[src/design/smp_pkg.sv]
package smp_pkg;

  localparam int unsigned PosW    = 18;
  localparam int unsigned SpeedW  = 13;
  localparam int unsigned CmdW    = 14;
  localparam int unsigned StepW   = 8;
  localparam int unsigned BrakeW  = 16;
  localparam int unsigned MarginW = 12;
  localparam int unsigned CodeW   = 3;
  localparam int unsigned ClassW  = 3;
  localparam int unsigned IndexW  = 3;
  localparam int unsigned InDataW  = 24;
  localparam int unsigned OutDataW = 24;

  typedef logic signed [PosW-1:0] pos_t;

  localparam logic [IndexW-1:0] REG_KITTING = 3'd0;
  localparam logic [IndexW-1:0] REG_FRONT   = 3'd1;
  localparam logic [IndexW-1:0] REG_BACK    = 3'd2;
  localparam logic [IndexW-1:0] REG_STORE   = 3'd3;
  localparam logic [IndexW-1:0] REG_LIMIT   = 3'd4;
  localparam logic [IndexW-1:0] REG_STEP    = 3'd5;
  localparam logic [IndexW-1:0] REG_BRAKE   = 3'd6;
  localparam logic [IndexW-1:0] REG_MARGIN  = 3'd7;

  localparam logic [CodeW-1:0] STN_KITTING = 3'd0;
  localparam logic [CodeW-1:0] STN_FRONT   = 3'd1;
  localparam logic [CodeW-1:0] STN_BACK    = 3'd2;
  localparam logic [CodeW-1:0] STN_STORE   = 3'd3;

  localparam logic [ClassW-1:0] LOC_KITTING = 3'd0;
  localparam logic [ClassW-1:0] LOC_FRONT   = 3'd1;
  localparam logic [ClassW-1:0] LOC_BACK    = 3'd2;
  localparam logic [ClassW-1:0] LOC_STORE   = 3'd3;
  localparam logic [ClassW-1:0] LOC_UNKNOWN = 3'd4;

  localparam pos_t                RST_KITTING = 18'sd0;
  localparam pos_t                RST_FRONT   = 18'sd5600;
  localparam pos_t                RST_BACK    = 18'sd10600;
  localparam pos_t                RST_STORE   = 18'sd17000;
  localparam logic [SpeedW-1:0]   RST_LIMIT   = 13'd2000;
  localparam logic [StepW-1:0]    RST_STEP    = 8'd2;
  localparam logic [BrakeW-1:0]   RST_BRAKE   = 16'd900;
  localparam logic [MarginW-1:0]  RST_MARGIN  = 12'd50;

  typedef struct packed {
    pos_t                kitting;
    pos_t                front;
    pos_t                back;
    pos_t                store;
    logic [MarginW-1:0]  margin;
  } stn_cfg_t;

endpackage

[src/design/smp_classify.sv]
module smp_classify (
  input  smp_pkg::stn_cfg_t           cfg,
  input  smp_pkg::pos_t               position,
  output logic [smp_pkg::ClassW-1:0]  location_class
);

  logic near_kit;
  logic near_front;
  logic near_back;
  logic near_store;

  function automatic logic is_near(smp_pkg::pos_t p, smp_pkg::pos_t s,
                                   logic [smp_pkg::MarginW-1:0] m);
    logic signed [smp_pkg::PosW:0] d;
    logic [smp_pkg::PosW:0]        a;
    d = {p[smp_pkg::PosW-1], p} - {s[smp_pkg::PosW-1], s};
    a = d[smp_pkg::PosW] ? -d : d;
    return a <= {{(smp_pkg::PosW + 1 - smp_pkg::MarginW){1'b0}}, m};
  endfunction

  assign near_kit   = is_near(position, cfg.kitting, cfg.margin);
  assign near_front = is_near(position, cfg.front, cfg.margin);
  assign near_back  = is_near(position, cfg.back, cfg.margin);
  assign near_store = is_near(position, cfg.store, cfg.margin);

  always_comb begin
    if (near_kit) begin
      location_class = smp_pkg::LOC_KITTING;
    end else if (near_front) begin
      location_class = smp_pkg::LOC_FRONT;
    end else if (near_back) begin
      location_class = smp_pkg::LOC_BACK;
    end else if (near_store) begin
      location_class = smp_pkg::LOC_STORE;
    end else begin
      location_class = smp_pkg::LOC_UNKNOWN;
    end
  end

endmodule

[src/design/station_motion_profile.sv]
// Trapezoidal speed profile toward one of four stations.
// Input stream s_*: one request per item. s_tuser = 0 is a move request
// naming a station, s_tuser = 1 is a tick carrying the measured position.
// Output stream m_*: one result per request: accepted flag, signed speed
// command, moving flag and the station the position lies at, or unknown.
// Configuration port: cfg_wr writes cfg_data into register cfg_index
// (four station positions, speed limit, ramp step, brake distance, margin).
// A request's result is registered and shows on m_* after the edge that
// takes it. One request per cycle while the receiver does not stall; the
// profile state and single output register are updated in the accepting cycle.
// s_tready is high while the output register is empty or being drained, so a
// stalled receiver holds the result and blocks new requests only then.
// Reset (rst, synchronous): profile idle, speed zero, registers back to
// their default station layout and limits, output register empty.
module station_motion_profile (
  input  logic                            clk,
  input  logic                            rst,
  input  logic                            s_tvalid,
  output logic                            s_tready,
  // [2:0] station_code, [20:3] position, [23:21] zero
  input  logic [smp_pkg::InDataW-1:0]     s_tdata,
  // [0] op
  input  logic                            s_tuser,
  output logic                            m_tvalid,
  input  logic                            m_tready,
  // [0] accepted, [14:1] speed_command, [15] moving, [18:16] location_class,
  // [23:19] zero
  output logic [smp_pkg::OutDataW-1:0]    m_tdata,
  input  logic                            cfg_wr,
  input  logic [smp_pkg::IndexW-1:0]      cfg_index,
  input  logic [smp_pkg::PosW-1:0]        cfg_data
);

  localparam logic [1:0] PH_IDLE = 2'd0;
  localparam logic [1:0] PH_UP   = 2'd1;
  localparam logic [1:0] PH_DOWN = 2'd2;

  smp_pkg::stn_cfg_t               stn;
  logic [smp_pkg::SpeedW-1:0]      speed_limit;
  logic [smp_pkg::StepW-1:0]       ramp_step;
  logic [smp_pkg::BrakeW-1:0]      brake_distance;

  logic [1:0]                      phase;
  logic [1:0]                      phase_next;
  logic                            reverse;
  logic                            reverse_next;
  smp_pkg::pos_t                   goal;
  smp_pkg::pos_t                   goal_next;
  logic [smp_pkg::SpeedW-1:0]      speed;
  logic [smp_pkg::SpeedW-1:0]      speed_next;

  logic                            op;
  logic [smp_pkg::CodeW-1:0]       station_code;
  smp_pkg::pos_t                   position;
  logic                            take;
  logic                            active;
  logic                            acc;
  smp_pkg::pos_t                   goal_sel;
  logic signed [smp_pkg::PosW+1:0] pos_w;
  logic signed [smp_pkg::PosW+1:0] lo_bound;
  logic signed [smp_pkg::PosW+1:0] hi_bound;
  logic                            cruise;
  logic                            before_goal;
  logic [smp_pkg::SpeedW:0]        speed_sum;
  logic [smp_pkg::SpeedW-1:0]      speed_dec;
  logic [smp_pkg::CmdW-1:0]        mag;
  logic [smp_pkg::CmdW-1:0]        cmd;
  logic [smp_pkg::ClassW-1:0]      loc;

  assign op           = s_tuser;
  assign station_code = s_tdata[smp_pkg::CodeW-1:0];
  assign position     = s_tdata[smp_pkg::CodeW +: smp_pkg::PosW];
  assign s_tready     = !m_tvalid || m_tready;
  assign take         = s_tvalid && s_tready;

  always_ff @(posedge clk) begin
    if (rst) begin
      stn.kitting    <= smp_pkg::RST_KITTING;
      stn.front      <= smp_pkg::RST_FRONT;
      stn.back       <= smp_pkg::RST_BACK;
      stn.store      <= smp_pkg::RST_STORE;
      stn.margin     <= smp_pkg::RST_MARGIN;
      speed_limit    <= smp_pkg::RST_LIMIT;
      ramp_step      <= smp_pkg::RST_STEP;
      brake_distance <= smp_pkg::RST_BRAKE;
    end else if (cfg_wr) begin
      case (cfg_index)
        smp_pkg::REG_KITTING: stn.kitting    <= cfg_data;
        smp_pkg::REG_FRONT:   stn.front      <= cfg_data;
        smp_pkg::REG_BACK:    stn.back       <= cfg_data;
        smp_pkg::REG_STORE:   stn.store      <= cfg_data;
        smp_pkg::REG_LIMIT:   speed_limit    <= cfg_data[smp_pkg::SpeedW-1:0];
        smp_pkg::REG_STEP:    ramp_step      <= cfg_data[smp_pkg::StepW-1:0];
        smp_pkg::REG_BRAKE:   brake_distance <= cfg_data[smp_pkg::BrakeW-1:0];
        smp_pkg::REG_MARGIN:  stn.margin     <= cfg_data[smp_pkg::MarginW-1:0];
        default: ;
      endcase
    end
  end

  always_comb begin
    case (station_code)
      smp_pkg::STN_KITTING: goal_sel = stn.kitting;
      smp_pkg::STN_FRONT:   goal_sel = stn.front;
      smp_pkg::STN_BACK:    goal_sel = stn.back;
      default:              goal_sel = stn.store;
    endcase
  end

  assign pos_w    = {{2{position[smp_pkg::PosW-1]}}, position};
  assign lo_bound = {{2{goal[smp_pkg::PosW-1]}}, goal} - {4'd0, brake_distance};
  assign hi_bound = {{2{goal[smp_pkg::PosW-1]}}, goal} + {4'd0, brake_distance};
  assign cruise   = reverse ? (pos_w > hi_bound) : (pos_w < lo_bound);
  assign before_goal = reverse ? (position > goal) : (position < goal);
  assign speed_sum   = {1'b0, speed} + {{(smp_pkg::SpeedW + 1 - smp_pkg::StepW){1'b0}}, ramp_step};
  assign speed_dec   = (speed > {{(smp_pkg::SpeedW - smp_pkg::StepW){1'b0}}, ramp_step})
                     ? speed - {{(smp_pkg::SpeedW - smp_pkg::StepW){1'b0}}, ramp_step}
                     : '0;

  always_comb begin
    phase_next   = phase;
    reverse_next = reverse;
    goal_next    = goal;
    speed_next   = speed;
    acc          = 1'b0;
    active       = (phase == PH_UP) || (phase == PH_DOWN);
    if (!active) begin
      phase_next = PH_IDLE;
    end
    if (!op) begin
      if (station_code <= smp_pkg::STN_STORE && !active) begin
        goal_next    = goal_sel;
        reverse_next = position > goal_sel;
        speed_next   = '0;
        phase_next   = PH_UP;
        acc          = 1'b1;
      end
    end else if (phase == PH_UP && cruise) begin
      if (speed >= speed_limit) begin
        speed_next = speed_limit;
      end else if (speed_sum > {1'b0, speed_limit}) begin
        speed_next = speed_limit;
      end else begin
        speed_next = speed_sum[smp_pkg::SpeedW-1:0];
      end
    end else if (phase == PH_UP || phase == PH_DOWN) begin
      if (!before_goal || speed == '0) begin
        speed_next = '0;
        phase_next = PH_IDLE;
      end else begin
        speed_next = speed_dec;
        phase_next = (speed_dec == '0) ? PH_IDLE : PH_DOWN;
      end
    end
  end

  assign mag = {1'b0, speed_next};
  assign cmd = (!op || active) ? (reverse_next ? -mag : mag) : '0;

  smp_classify u_classify (
    .cfg            (stn),
    .position       (position),
    .location_class (loc)
  );

  always_ff @(posedge clk) begin
    if (rst) begin
      phase    <= PH_IDLE;
      reverse  <= 1'b0;
      goal     <= '0;
      speed    <= '0;
      m_tvalid <= 1'b0;
    end else begin
      if (take) begin
        phase   <= phase_next;
        reverse <= reverse_next;
        goal    <= goal_next;
        speed   <= speed_next;
      end
      if (take) begin
        m_tvalid <= 1'b1;
      end else if (m_tready) begin
        m_tvalid <= 1'b0;
      end
    end
  end

  always_ff @(posedge clk) begin
    if (take) begin
      m_tdata <= {5'd0, loc, (phase_next == PH_UP) || (phase_next == PH_DOWN), cmd, acc};
    end
  end

endmodule

[config.mk]
export PLATFORM = sky130hd
export DESIGN_NAME = station_motion_profile
export DESIGN_NICKNAME = d
export VERILOG_FILES = /design/src/design/smp_pkg.sv /design/src/design/smp_classify.sv /design/src/design/station_motion_profile.sv
export SDC_FILE = /design/constraint.sdc
export NUM_CORES = 1
export LEC_CHECK = 0
export BUFFER_PORTS_ARGS = -buffer_cell sky130_fd_sc_hd__buf_2
export CORE_ASPECT_RATIO = 1.4
export CORE_MARGIN = 3
export CORE_UTILIZATION = 36
export CTS_CLUSTER_DIAMETER = 120
export DETAILED_ROUTE_END_ITERATION = 16
export GPL_TIMING_DRIVEN = 0
export SLEW_MARGIN = 20
export SYNTH_ARGS = -nofsm -noshare
export SYNTH_HDL_FRONTEND = slang
export SYNTH_SLANG_ARGS = --single-unit
[constraint.sdc]
create_clock -name clk -period 11 [get_ports clk]
set_input_delay 1.1 -clock clk [delete_from_list [all_inputs] [get_ports clk]]
set_output_delay 1.1 -clock clk [all_outputs]
set_load 0.01 [all_outputs]
# [After elaboration in Yosys (flattened, before gate mapping)]
# Index checks and enable logic that the tools add are counted.
[totals] regBits=175 output_inout_bits=26
[op_classes] addsub=13 magnitude_cmp=13 eq_ne=13 mux=31 bitwise=1 reduce_logical=29
[ops] cell="$mux 13" n=9
[ops] cell="$le 19x12->1" n=4
[ops] cell="$mux 19" n=4
[ops] cell="$neg 19->19" n=4
[ops] cell="$sub 18x18->19" n=4
[ops] cell="$pmux 18 s3" n=1
[ops] cell="$gt 18x18->1" n=2
[ops] cell="$logic_not 13->1" n=2
[ops] cell="$add 18x17->19" n=1
[ops] cell="$gt 18x19->1" n=1
[ops] cell="$lt 18x19->1" n=1
[ops] cell="$sub 18x17->19" n=1
[ops] cell="$lt 18x18->1" n=1
[ops] cell="$reduce_and 2->1" n=9
[ops] cell="$mux 2" n=8
[ops] cell="$add 13x8->14" n=1
[ops] cell="$gt 14x13->1" n=1
[ops] cell="$neg 13->14" n=1
[ops] cell="$ge 13x13->1" n=1
[ops] cell="$gt 13x8->1" n=1
[ops] cell="$sub 13x8->13" n=1
[ops] cell="$eq 3x3->1 const B" n=4
[ops] cell="$eq 3x2->1 const B" n=3
[ops] cell="$mux 1" n=8
[ops] cell="other kinds (14)" n=27

# [Logic depth before layout (Yosys ltp)]
# Gate-level depths: netlist of run 1.
[logic_depth] word_depth=10 ltp_mapped=34 mapped_depth_nobuf=33

# [By module]
# Synthesis of run 1 repeated with hierarchy kept, for this count alone.
[unflattened] hier_cells=2696 hier_area_um2=20256.9
[modules_own_cells] mod="station_motion_profile" n_inst=1 cells_per_inst=1606 area_each_um2=12592.1
[modules_own_cells] mod="smp_classify" n_inst=1 cells_per_inst=1090 area_each_um2=7664.9

# [Least setup slack after synthesis of run 1]
# OpenSTA, ideal clock, no wires.
[synth_path] kind="reg-to-reg" startpoint="reg goal[0]" endpoint="reg m_tdata[13] in the netlist's numbering (data pin)" setup_time_ps=263 t_arrival_ps=6068 slack_ps=4670 path_stages_with_launch=34 period_less_slack_ps=6330 cell_sequence="dfxtp_1 -> inv_1 -> ha_1 -> inv_1 -> fa_1 -> a21o_1 -> a21oi_1 -> o21ai_0 -> a21oi_1 -> o21bai_1 -> a21oi_1 -> o21ai_0 -> o41ai_1 -> o21ai_0 -> o21ai_0 -> nand2b_1 -> xnor2_1 -> ha_1 -> a21oi_1 -> nor2b_1 -> o22ai_1 -> nand4b_1 -> a41oi_1 -> o31ai_1 -> a2bb2oi_1 -> o311ai_0 -> inv_1 -> ha_1 -> inv_1 -> a2111o_1 -> or4_1 -> o41ai_1 -> or2_2 -> a21oi_1"
[synth_between] elab_chain_len=10 elab_cells_between_ends=17
[synth_lines] element="from (decl)" line="station_motion_profile.sv:47" rtl="smp_pkg::pos_t goal;"
[synth_lines] element="from (signal assigned)" line="station_motion_profile.sv:177" rtl="goal <= goal_next;"
[synth_lines] element="parallel branches: the longest is 6 deep, another holds $sub 18x17->19"
[synth_lines] element="$mux 13 (*)" line="station_motion_profile.sv:138" rtl="end else if (phase == PH_UP && cruise) begin"
[synth_lines] element="$mux 13 (*)" line="station_motion_profile.sv:130" rtl="if (!op) begin"
[synth_lines] element="$neg 13->14" line="station_motion_profile.sv:158" rtl="assign cmd = (!op || active) ? (reverse_next ? -mag : mag) : '0;"
[synth_lines] element="$mux 13 (*)" line="station_motion_profile.sv:158"
[synth_lines] element="to (signal assigned)" line="station_motion_profile.sv:190" rtl="m_tdata <= {5'd0, loc, (phase_next == PH_UP) || (phase_next == PH_DOWN), cmd, acc};"
[synth_lines] element="to (decl)" line="station_motion_profile.sv:28" rtl="output logic [smp_pkg::OutDataW-1:0] m_tdata,"
# Mark *: on every way between the ends.
# A chain may end at the register's enable or synchronous reset.

# [Worst setup path in the final report of run 1]
[layout_path] startpoint="reg brake_distance[0] in the netlist's numbering" endpoint="reg m_tdata[13] in the netlist's numbering (data pin)"
[layout_between] elab_chain_len=8 elab_cells_between_ends=10
[layout_lines] element="from (decl)" line="station_motion_profile.sv:41" rtl="logic [smp_pkg::BrakeW-1:0] brake_distance;"
[layout_lines] element="from (signal assigned)" line="station_motion_profile.sv:85" rtl="brake_distance <= smp_pkg::RST_BRAKE;"
[layout_lines] element="from (signal assigned)" line="station_motion_profile.sv:94" rtl="smp_pkg::REG_BRAKE: brake_distance <= cfg_data[smp_pkg::BrakeW-1:0];"
[layout_lines] element="$sub 18x17->19 / $add 18x17->19 (equally long branches)" line="station_motion_profile.sv:111, station_motion_profile.sv:112"
[layout_lines] element="$lt 18x19->1 / $gt 18x19->1 (equally long branches)" line="station_motion_profile.sv:113" rtl="assign cruise = reverse ? (pos_w > hi_bound) : (pos_w < lo_bound);"
[layout_lines] element="$mux 1 (*)" line="station_motion_profile.sv:113"
[layout_lines] element="$logic_and 1x1->1 (*)" line="station_motion_profile.sv:138"
[layout_lines] element="$mux 13 (*)" line="station_motion_profile.sv:138"
[layout_lines] element="$mux 13 (*)" line="station_motion_profile.sv:130"
[layout_lines] element="$neg 13->14" line="station_motion_profile.sv:158"
[layout_lines] element="$mux 13 (*)" line="station_motion_profile.sv:158"
# Mark *: on every way between the ends. The rest lies on a longest branch, timed or not.

==> results.json, run 1 <==
{
  "grt_pass1_wl_um": 104000,
  "reg2reg_to": "m_tdata[13]",
  "startpoint": "brake_distance[0]",
  "start_util_pct": 36.6,
  "clk_latency_ns": 0.48,
  "end_kind": "flop",
  "synth_seq_cells": 175,
  "drv_slew": 0,
  "grt_max_degree": 25,
  "synth_seq_area_share_pct": 19.3,
  "final_util_pct": 40.0,
  "detail-route-antenna-nets": 0,
  "n_fill_cell": 5423,
  "hold_viol_final": 0,
  "synth_largest_area_cell": "ha_1",
  "yosys_warnings": 0,
  "synth_most_common_cell": "nand2_1",
  "numCtsBuffers": 17,
  "power_density_nw_per_um2": 104,
  "route.detailed.drc": 0,
  "hpwl_um": 55700,
  "p_int_uw": 1320,
  "clock-sinks": 175,
  "required_ns": 11.21,
  "cts_resized": 0,
  "core-area_um2": 52400,
  "syn_area_per_cell_um2": 7.35,
  "clkPwrFrac_pct": 29.0,
  "first_pass_iters": 6,
  "wirelength_um": 68800,
  "cts_buffer_depth": 2,
  "fin_crit_ns": 8.17,
  "grt_use_total_pct": 23.7,
  "synth_area_um2": 19200,
  "holdBufCountCts": 0,
  "grt_pass1_vias": 18500,
  "worstMarginPinSlew_ns": 0.994,
  "tns_ns": 0,
  "synth_cells": 2608,
  "multi_input_area_um2": 14200,
  "hp-class": "flop to flop",
  "total_power_uw": 2180,
  "yosysUniqueCellTypes": 98,
  "maxCapViolCount": 0,
  "sw_frac_of_total_pct": 39.4,
  "ioPinCount": 77,
  "die_y_um": 279,
  "synth-edff-count": 19,
  "num_rows": 99,
  "wl_met1_um": 27200,
  "crit_top_cell": "a21oi_1",
  "rr_startpoint": "brake_distance[0]",
  "worstPathArrival_ns": 8.38,
  "dr_wl_met3_um": 3460,
  "vias": 19100,
  "avgRoutedWirePerCell_um": 20.2,
  "numPortBuffers": 56,
  "slew_headroom_pct": 33.2,
  "comb_power_share_pct": 39.3,
  "critPathMaxStageDelay_ns": 0.59,
  "clkSlewWorstSetupHoldPaths_ns": 0.08,
  "reg2reg_depth": 32,
  "yosysTopAreaCellShare_pct": 18.0,
  "cp-endpoint": "m_tdata[13]",
  "fmax_mhz": 122,
  "p_leak_uw": 0.00852,
  "vdd_drop_max_v": 0.000145,
  "drtIter0Drc": 1180,
  "topRoutingLayerUsed": "met5",
  "ctsRootBufferMaster": "clkbuf_16",
  "cts_tree": "yes",
  "post-route-period-util_pct": 74.2,
  "die_area_um2": 56100,
  "die_w_um": 201,
  "rsz0062_at_grt": "false",
  "place.gp.congestion": 1.02,
  "synth_common_cells": "nand2_1 (346), ha_1 (275), a21oi_1 (270), inv_1 (210), nor2_1 (191)",
  "switchingPower_uw": 858,
  "hold_path.startpoint": "stn[59]",
  "hold_slack_ns": 0.454,
  "dpl.cell_count": 3376,
  "synth_area_leaders": "ha_1 (18%), dfxtp_1 (16%), a21oi_1 (7.1%), nand2_1 (6.8%), xnor2_1 (4.8%)",
  "seq_area_um2": 3690,
  "nets": 3022,
  "final_cell_count_no_fill": 3413,
  "viasPerCell": 5.59,
  "final-setup-viol-count": 0,
  "status": "complete, no violations",
  "route.met2.wl_um": 34200,
  "synth-main-ff-cell": "dfxtp_1",
  "r2r_setup_slack_ns": 2.83,
  "drive_gt1_share_pct": 6.07,
  "seq_power_share_pct": 31.7,
  "critPathKind": "flop to flop",
  "synthArstFlopShare_pct": 0,
  "htree_levels": 4,
  "antenna_found_initial": 9,
  "startpoint_type": "flop",
  "cpMaxStageDelayCell": "o41ai_1",
  "cts_setup_buffers": 0,
  "synthToLayoutAreaGrowth_pct": 9.50,
  "overflow": 0,
  "skew_ns": 0.0160,
  "critPathMaxFanout": 6
}
-- flip-flops by register name (all words and copies together), names as in the netlist --
signal / count
brake_distance: 16
goal: 18
m_tdata: 19
m_tvalid: 1
phase: 2
ramp_step: 8
reverse: 1
speed: 13
speed_limit: 13
stn: 84
-- area by class of cell --
type | instances | share of cell area, %
Antenna cell | 5 | 0.0596
Buffer | 108 | 2.20
Clock buffer | 17 | 2.03
Clock inverter | 15 | 0.781
Inverter | 212 | 3.79
Multi-Input combinational cell | 2117 | 67.9
Sequential cell | 175 | 17.6
Tap cell | 707 | 4.22
Timing Repair Buffer | 57 | 1.47
-- critical path: cells and delay by family (launching register included) --
family / cells / cell delay (ns)
AOI/OAI and AO/OA: 19 / 4.84
adders and majority gates: 4 / 1.17
and+or+nand+nor: 5 / 0.96
DFF: 1 / 0.45
buffers and inverters: 3 / 0.34
xor gates and xnor gates: 1 / 0.14
-- cells in the final DEF (no fill, tap or decap), drive strengths merged, types with 14 or more instances in the layout --
cell type / Yosys / layout
xnor2: 105 / 105
xor2: 40 / 40
o21bai: 15 / 15
buf: 20 / 77
nor4: 14 / 14
clkbuf: 88 / 105
a21o: 47 / 47
and2: 17 / 17
nor3: 64 / 64
a31oi: 29 / 29
o22ai: 23 / 23
or3: 19 / 19
nor2: 192 / 192
nand2: 346 / 346
edfxtp: 19 / 19
inv: 211 / 222
dfxtp: 156 / 156
nor2b: 46 / 46
a21oi: 273 / 273
o211ai: 51 / 51
nand4: 30 / 30
nand3: 60 / 60
o31ai: 16 / 16
ha: 275 / 275
nand2b: 38 / 38
o21ai: 126 / 126
o21a: 37 / 37
and3: 18 / 18
a211oi: 43 / 43
-- power by group through the flow --
stage,registers (uW),logic [uW],clock network (uW)
after floorplan,702,608,0
after global placement,705,819,0
after detailed placement,705,842,0
after CTS,691,848,639
after global routing,694,952,659
final,691,857,632
-- kinds of logic (layout without fill, tap and decap cells) --
kind of cell / Yosys count / after routing / synth area share [%]
and+or+nand+nor: 905 / 905 / 22.4
buffers and inverters: 320 / 409 / 6.56
other: 1 / 10 / 0.0196
AOI/OAI and AO/OA: 768 / 768 / 25.8
xor gates and xnor gates: 145 / 145 / 6.63
DFF: 175 / 175 / 19.3
adders and majority gates: 283 / 283 / 18.8
muxes: 11 / 11 / 0.607
-- metal layers --
metal | up-vias | track usage (%)
met2 | 528 | 43.6
met1 | 8890 | 26.4
met3 | 166 | 3.71
li1 | 9484 | -
met4 | 8 | 12.3
met5 | - | 0
-- how the worst min path moves through the flow --
stage                           end  cells past startpoint  slack (ns)
finish                      stn[59]                      2        0.45
global route                stn[59]                      2        0.47
CTS                         stn[59]                      2        0.46
detailed placement           stn[9]                      2        0.45
global placement             stn[9]                      2        0.44
floorplan           speed_limit[11]                      2        0.44
-- stage by stage --
stage                     worst slack [ns]  instance area [um^2]
after floorplan                       4.67                 19200
after global placement                2.95                 20300
after detailed placement              2.95                 20400
after CTS                             2.87                 21000
after global routing                  2.14                 21000
final                                 2.83                 21000
No activity file was read; power rests on OpenSTA's default activity.
==> inputs of run 2 (changes only) <==
- clock period: 11 -> 7.4 ns (I/O delays scaled with it)
==> run 2 against run 1 <==
Compared with the run above: clock skew decreased by 0.0011 ns; largest power group unchanged; non-clock buffer count rose by 5; combinational power is 51% higher; register-to-register slack got worse by 2.5 ns; power up 49%; routed wire length up 0.30%; hold slack barely moved.
==> results.json, run 2 (synthesis results as in run 1) <==
{
  "fin_crit_ns": 7.05,
  "hold_end": "stn[59]",
  "worstPathArrival_ns": 7.26,
  "detail-route-antenna-nets": 0,
  "first_pass_iters": 7,
  "p_leak_uw": 0.00858,
  "final_cell_count_no_fill": 3419,
  "cp_num_buf_inv": 3,
  "crit_top_cell": "a21oi_1",
  "largest_reg_flops": 84,
  "hold_viol_final": 0,
  "power_density_nw_per_um2": 154,
  "rr_startpoint": "goal[0]",
  "numCtsBuffers": 17,
  "viasPerCell": 5.60,
  "drive_gt1_share_pct": 6.91,
  "vias": 19100,
  "holdPathStages": 2,
  "num_rows": 99,
  "hpwl_um": 55700,
  "skew_ns": 0.0150,
  "hp-class": "flop to flop",
  "critical_path.top_delay_family": "compound AO/OA/AOI/OAI gates",
  "avgRoutedWirePerCell_um": 20.2,
  "critPathKind": "flop to flop",
  "top_regs": "stn (84), m_tdata (19), goal (18)",
  "maxCapViolCount": 0,
  "top_register": "stn",
  "final-setup-viol-count": 0,
  "clock-sinks": 175,
  "vdd_drop_max_v": 0.000216,
  "status": "complete, no violations",
  "critPathMaxFanout": 10,
  "synthToLayoutAreaGrowth_pct": 10.4,
  "end_kind": "flop",
  "mostFrequentLayoutCell": "nand2_1",
  "critPathMaxStageDelay_ns": 0.51,
  "startpoint_type": "flop",
  "clkSlewWorstSetupHoldPaths_ns": 0.08,
  "die_y_um": 279,
  "htree_levels": 4,
  "ctsRootBufferMaster": "clkbuf_16",
  "total_power_uw": 3260,
  "grt_max_degree": 25,
  "overflow": 0,
  "antenna_found_initial": 9,
  "n_fill_cell": 5408,
  "mostFrequentLayoutCells": "nand2_1 (346), ha_1 (274), a21oi_1 (267)",
  "pre_cts_slack_ns": -0.653,
  "die_w_um": 201,
  "timing.final.ws_setup_ns": 0.350,
  "route.detailed.drc": 0,
  "start_util_pct": 36.6,
  "core-area_um2": 52400,
  "worstMarginPinSlew_ns": 0.944,
  "clk_latency_ns": 0.48,
  "required_ns": 7.61,
  "cts_buffer_depth": 2,
  "grt_pass1_wl_um": 104000,
  "place.gp.congestion": 1.02,
  "reg2reg_to": "m_tdata[13]",
  "drv_slew": 0,
  "nets": 3027,
  "fmax_mhz": 142,
  "slew_headroom_pct": 36.5,
  "wirelength_um": 69000,
  "cts_tree": "yes",
  "post-route-period-util_pct": 95.3,
  "ioPinCount": 77,
  "grt_use_total_pct": 23.7,
  "reg2reg_depth": 31,
  "r2r_setup_slack_ns": 0.35,
  "holdBufCountCts": 0,
  "cpMaxStageDelayCell": "or4_1",
  "drtIter0Drc": 1357,
  "dpl.cell_count": 3376,
  "die_area_um2": 56100,
  "numPortBuffers": 56,
  "grt_pass1_vias": 18600,
  "hold_path.startpoint": "stn[59]"
}
[run 2: cell count changes in the layout (fill, tap and decap cells not counted), sizes merged]
cell | before | now
clkbuf | 105 | 104
buf | 77 | 83
diode | 5 | 6
[run 2: final cells by class]
type,instances,area (um^2),share of cell area [%]
multi-input cells,2117,14400,67.9
flip-flops and latches,175,3700,17.5
well taps,707,885,4.18
inverters,212,796,3.76
plain buffers,108,469,2.22
clock buffers,17,425,2.01
repair buffers,62,345,1.63
clock inverters,15,164,0.775
diodes,6,15.0,0.0710
[run 2: worst max path at each step]
stage,from,end,cells after the start
after floorplan,goal[0],m_tdata[13],33
after global placement,brake_distance[0],m_tdata[13],32
after detailed placement,brake_distance[1],m_tdata[13],31
after CTS,brake_distance[1],m_tdata[13],31
after global routing,brake_distance[1],m_tdata[13],29
final,goal[0],m_tdata[13],31
[run 2: worst reg2reg max path, delay by kind of cell (launching register included)]
family	cells	cell delay [ns]
buf+inv	3	0.39
simple gates	5	1.22
fa+ha+maj	4	1.17
flops	1	0.38
compound gates	19	3.60
[run 2: what timing repair did]
item | 4_1_cts | 5_1_grt
pin swaps | 1 | 6
endpoints found under the setup margin | 10 | 10
gates resized for setup | 9 | 20
buffers inserted | 1 | 4
[run 2: per-layer routing]
metal | track usage, % | wire [um]
met1 | 26.3 | 27100
met3 | 3.71 | 3600
met2 | 43.6 | 34200
met5 | 0 | 52
met4 | 12.5 | 4110
[run 2: through the flow]
stage	utilization (%)	TNS, ns	area, um^2	hold slack (ns)
finish	40.4	0	21100	0.455
global placement	38.8	-1.65	20300	0.443
CTS	40.1	0	21000	0.458
floorplan	-	0	19200	0.436
detailed placement	38.9	-1.90	20400	0.448
global route	40.3	-0.00824	21100	0.474
[run 2: power breakdown]
| part | switching (uW) | total, uW | leakage [uW] | internal (uW) |
|---|---|---|---|---|
| Sequential | 30.3 | 1030 | 0.00146 | 997 |
| Clock | 457 | 939 | 0.000294 | 481 |
| Combinational | 794 | 1290 | 0.00683 | 496 |
==> inputs of run 3 (changes only) <==
- CELL_PAD_IN_SITES_DETAIL_PLACEMENT: unset -> 1
- CELL_PAD_IN_SITES_GLOBAL_PLACEMENT: unset -> 1
- PLACE_DENSITY_LB_ADDON: unset -> 0.1
==> run 3 against run 2 <==
Compared with the run above: utilization did not move; sequential cell count unchanged; power is 1.4% higher; first-iteration DRC count shrank 32%; via count grew 3.0%; sequential power hardly changed; register-to-register slack better by 0.02 ns; die area did not move; hold slack improved by 0.00056 ns.
==> results.json, run 3 (synthesis results as in run 1) <==
{
  "status": "complete, no violations",
  "cpMaxStageDelayCell": "or4_4",
  "vias": 19700,
  "post-route-period-util_pct": 95.0,
  "mostFrequentLayoutCell": "nand2_1",
  "worstPathArrival_ns": 7.23,
  "core-area_um2": 52400,
  "first_pass_iters": 5,
  "end_kind": "flop",
  "die_w_um": 201,
  "startpoint_type": "flop",
  "ctsRootBufferMaster": "clkbuf_16",
  "fin_crit_ns": 7.03,
  "critPathMaxStageDelay_ns": 0.46,
  "cts_buffer_depth": 2,
  "drtIter0Drc": 920,
  "hp-class": "flop to flop",
  "required_ns": 7.61,
  "overflow": 0,
  "grt_max_degree": 25,
  "top_regs": "stn (84), m_tdata (19), goal (18)",
  "top_register": "stn",
  "fmax_mhz": 142,
  "synthToLayoutAreaGrowth_pct": 10.4,
  "power_density_nw_per_um2": 156,
  "final_util_pct": 40.4,
  "wirelength_um": 81600,
  "place.gp.congestion": 0.961,
  "ioPinCount": 77,
  "detail-route-antenna-nets": 0,
  "tns_ns": 0,
  "mostFrequentLayoutCells": "nand2_1 (346), ha_1 (274), a21oi_1 (265)",
  "viasPerCell": 5.77,
  "antenna_found_initial": 4,
  "p_leak_uw": 0.00857,
  "cp_num_buf_inv": 3,
  "drive_gt1_share_pct": 7.06,
  "clock-sinks": 175,
  "total_power_uw": 3300,
  "skew_ns": 0.0144,
  "hpwl_um": 65900,
  "final-setup-viol-count": 0,
  "nets": 3028,
  "maxCapViolCount": 0,
  "avgRoutedWirePerCell_um": 23.9,
  "clkSlewWorstSetupHoldPaths_ns": 0.08,
  "holdBufCountCts": 0,
  "hold_viol_final": 0,
  "die_area_um2": 56100,
  "vdd_drop_max_v": 0.000173,
  "htree_levels": 4,
  "grt_use_total_pct": 28.4,
  "drv_slew": 0,
  "die_y_um": 279,
  "dpl.cell_count": 3376,
  "route.detailed.drc": 0,
  "slew_headroom_pct": 42.0,
  "num_rows": 99,
  "worstMarginPinSlew_ns": 0.869,
  "grt_pass1_vias": 20400,
  "numPortBuffers": 56,
  "clk_latency_ns": 0.47,
  "critPathMaxFanout": 10,
  "largest_reg_flops": 84,
  "critical_path.top_delay_family": "compound AO/OA/AOI/OAI gates",
  "critPathKind": "flop to flop",
  "start_util_pct": 36.6,
  "cts_tree": "yes",
  "final_cell_count_no_fill": 3417,
  "grt_pass1_wl_um": 121000,
  "numCtsBuffers": 17
}
[run 3: cell count changes in the layout (fill, tap and decap cells not counted), moves of 3 or more]
cell	change
o21ai_0	-3
clkinvlp_4	+4
inv_6	-4
o21ai_1	+3
diode_2	-3
[run 3: worst paths after layout]
kind	from	endpoint	slack (ns)	cells past startpoint
worst max-delay path	goal[0]	m_tdata[13]	0.37	31
worst max register to register	goal[0]	m_tdata[13]	0.37	31
worst min register to register	stn[3]	stn[3]	0.46	2
worst min-delay path	stn[3]	stn[3]	0.46	2
[run 3: area by class of cell]
class                           instances  area, um^2
Sequential cell                       175        3690
Timing Repair Buffer                   63         345
Buffer                                108         465
Antenna cell                            3        7.51
Tap cell                              707         885
Inverter                              212         796
Clock inverter                         15         135
Multi-Input combinational cell       2117       14400
Fill cell                            6582       31300
Clock buffer                           17         425
[run 3: power breakdown]
| group | switching (uW) | leakage [uW] | internal, uW |
|---|---|---|---|
| Sequential | 37.9 | 0.00146 | 997 |
| Combinational | 865 | 0.00685 | 499 |
| Clock | 435 | 0.000265 | 466 |
| Total | 1340 | 0.00857 | 1960 |
[run 3: through the flow]
step / hold slack [ns] / instance area, um^2 / worst slack (ns)
after CTS: 0.458 / 21000 / 0.0407
after global placement: 0.441 / 20300 / -1.21
after global routing: 0.475 / 21100 / -0.00696
final: 0.455 / 21100 / 0.372
after detailed placement: 0.448 / 20400 / -1.01
after floorplan: 0.436 / 19200 / 1.07
[run 3: timing repair]
| action | CTS | global route |
|---|---|---|
| buffers inserted | 3 | 3 |
| resized for setup | 13 | 21 |
| endpoints found under the setup margin | 12 | 9 |
| gates cloned | 0 | 0 |
| pin swaps | 1 | 6 |
[run 3: worst min-delay path, delay by kind of cell, from the launching register on]
kind | cells | cell delay (ns)
AO/OA/AOI/OAI | 1 | 0.05
AND/OR/NAND/NOR | 1 | 0.05
flip-flops | 1 | 0.31
[run 3: layer usage]
metal	track usage (%)	wire, um	vias up	share of wire (%)
li1	-	-	9478	-
met1	29.5	31000	9685	38
met2	54.6	42800	366	52
met3	3.00	2070	196	2.5
met4	17.1	5690	2	7.0
met5	0	13	-	0.016
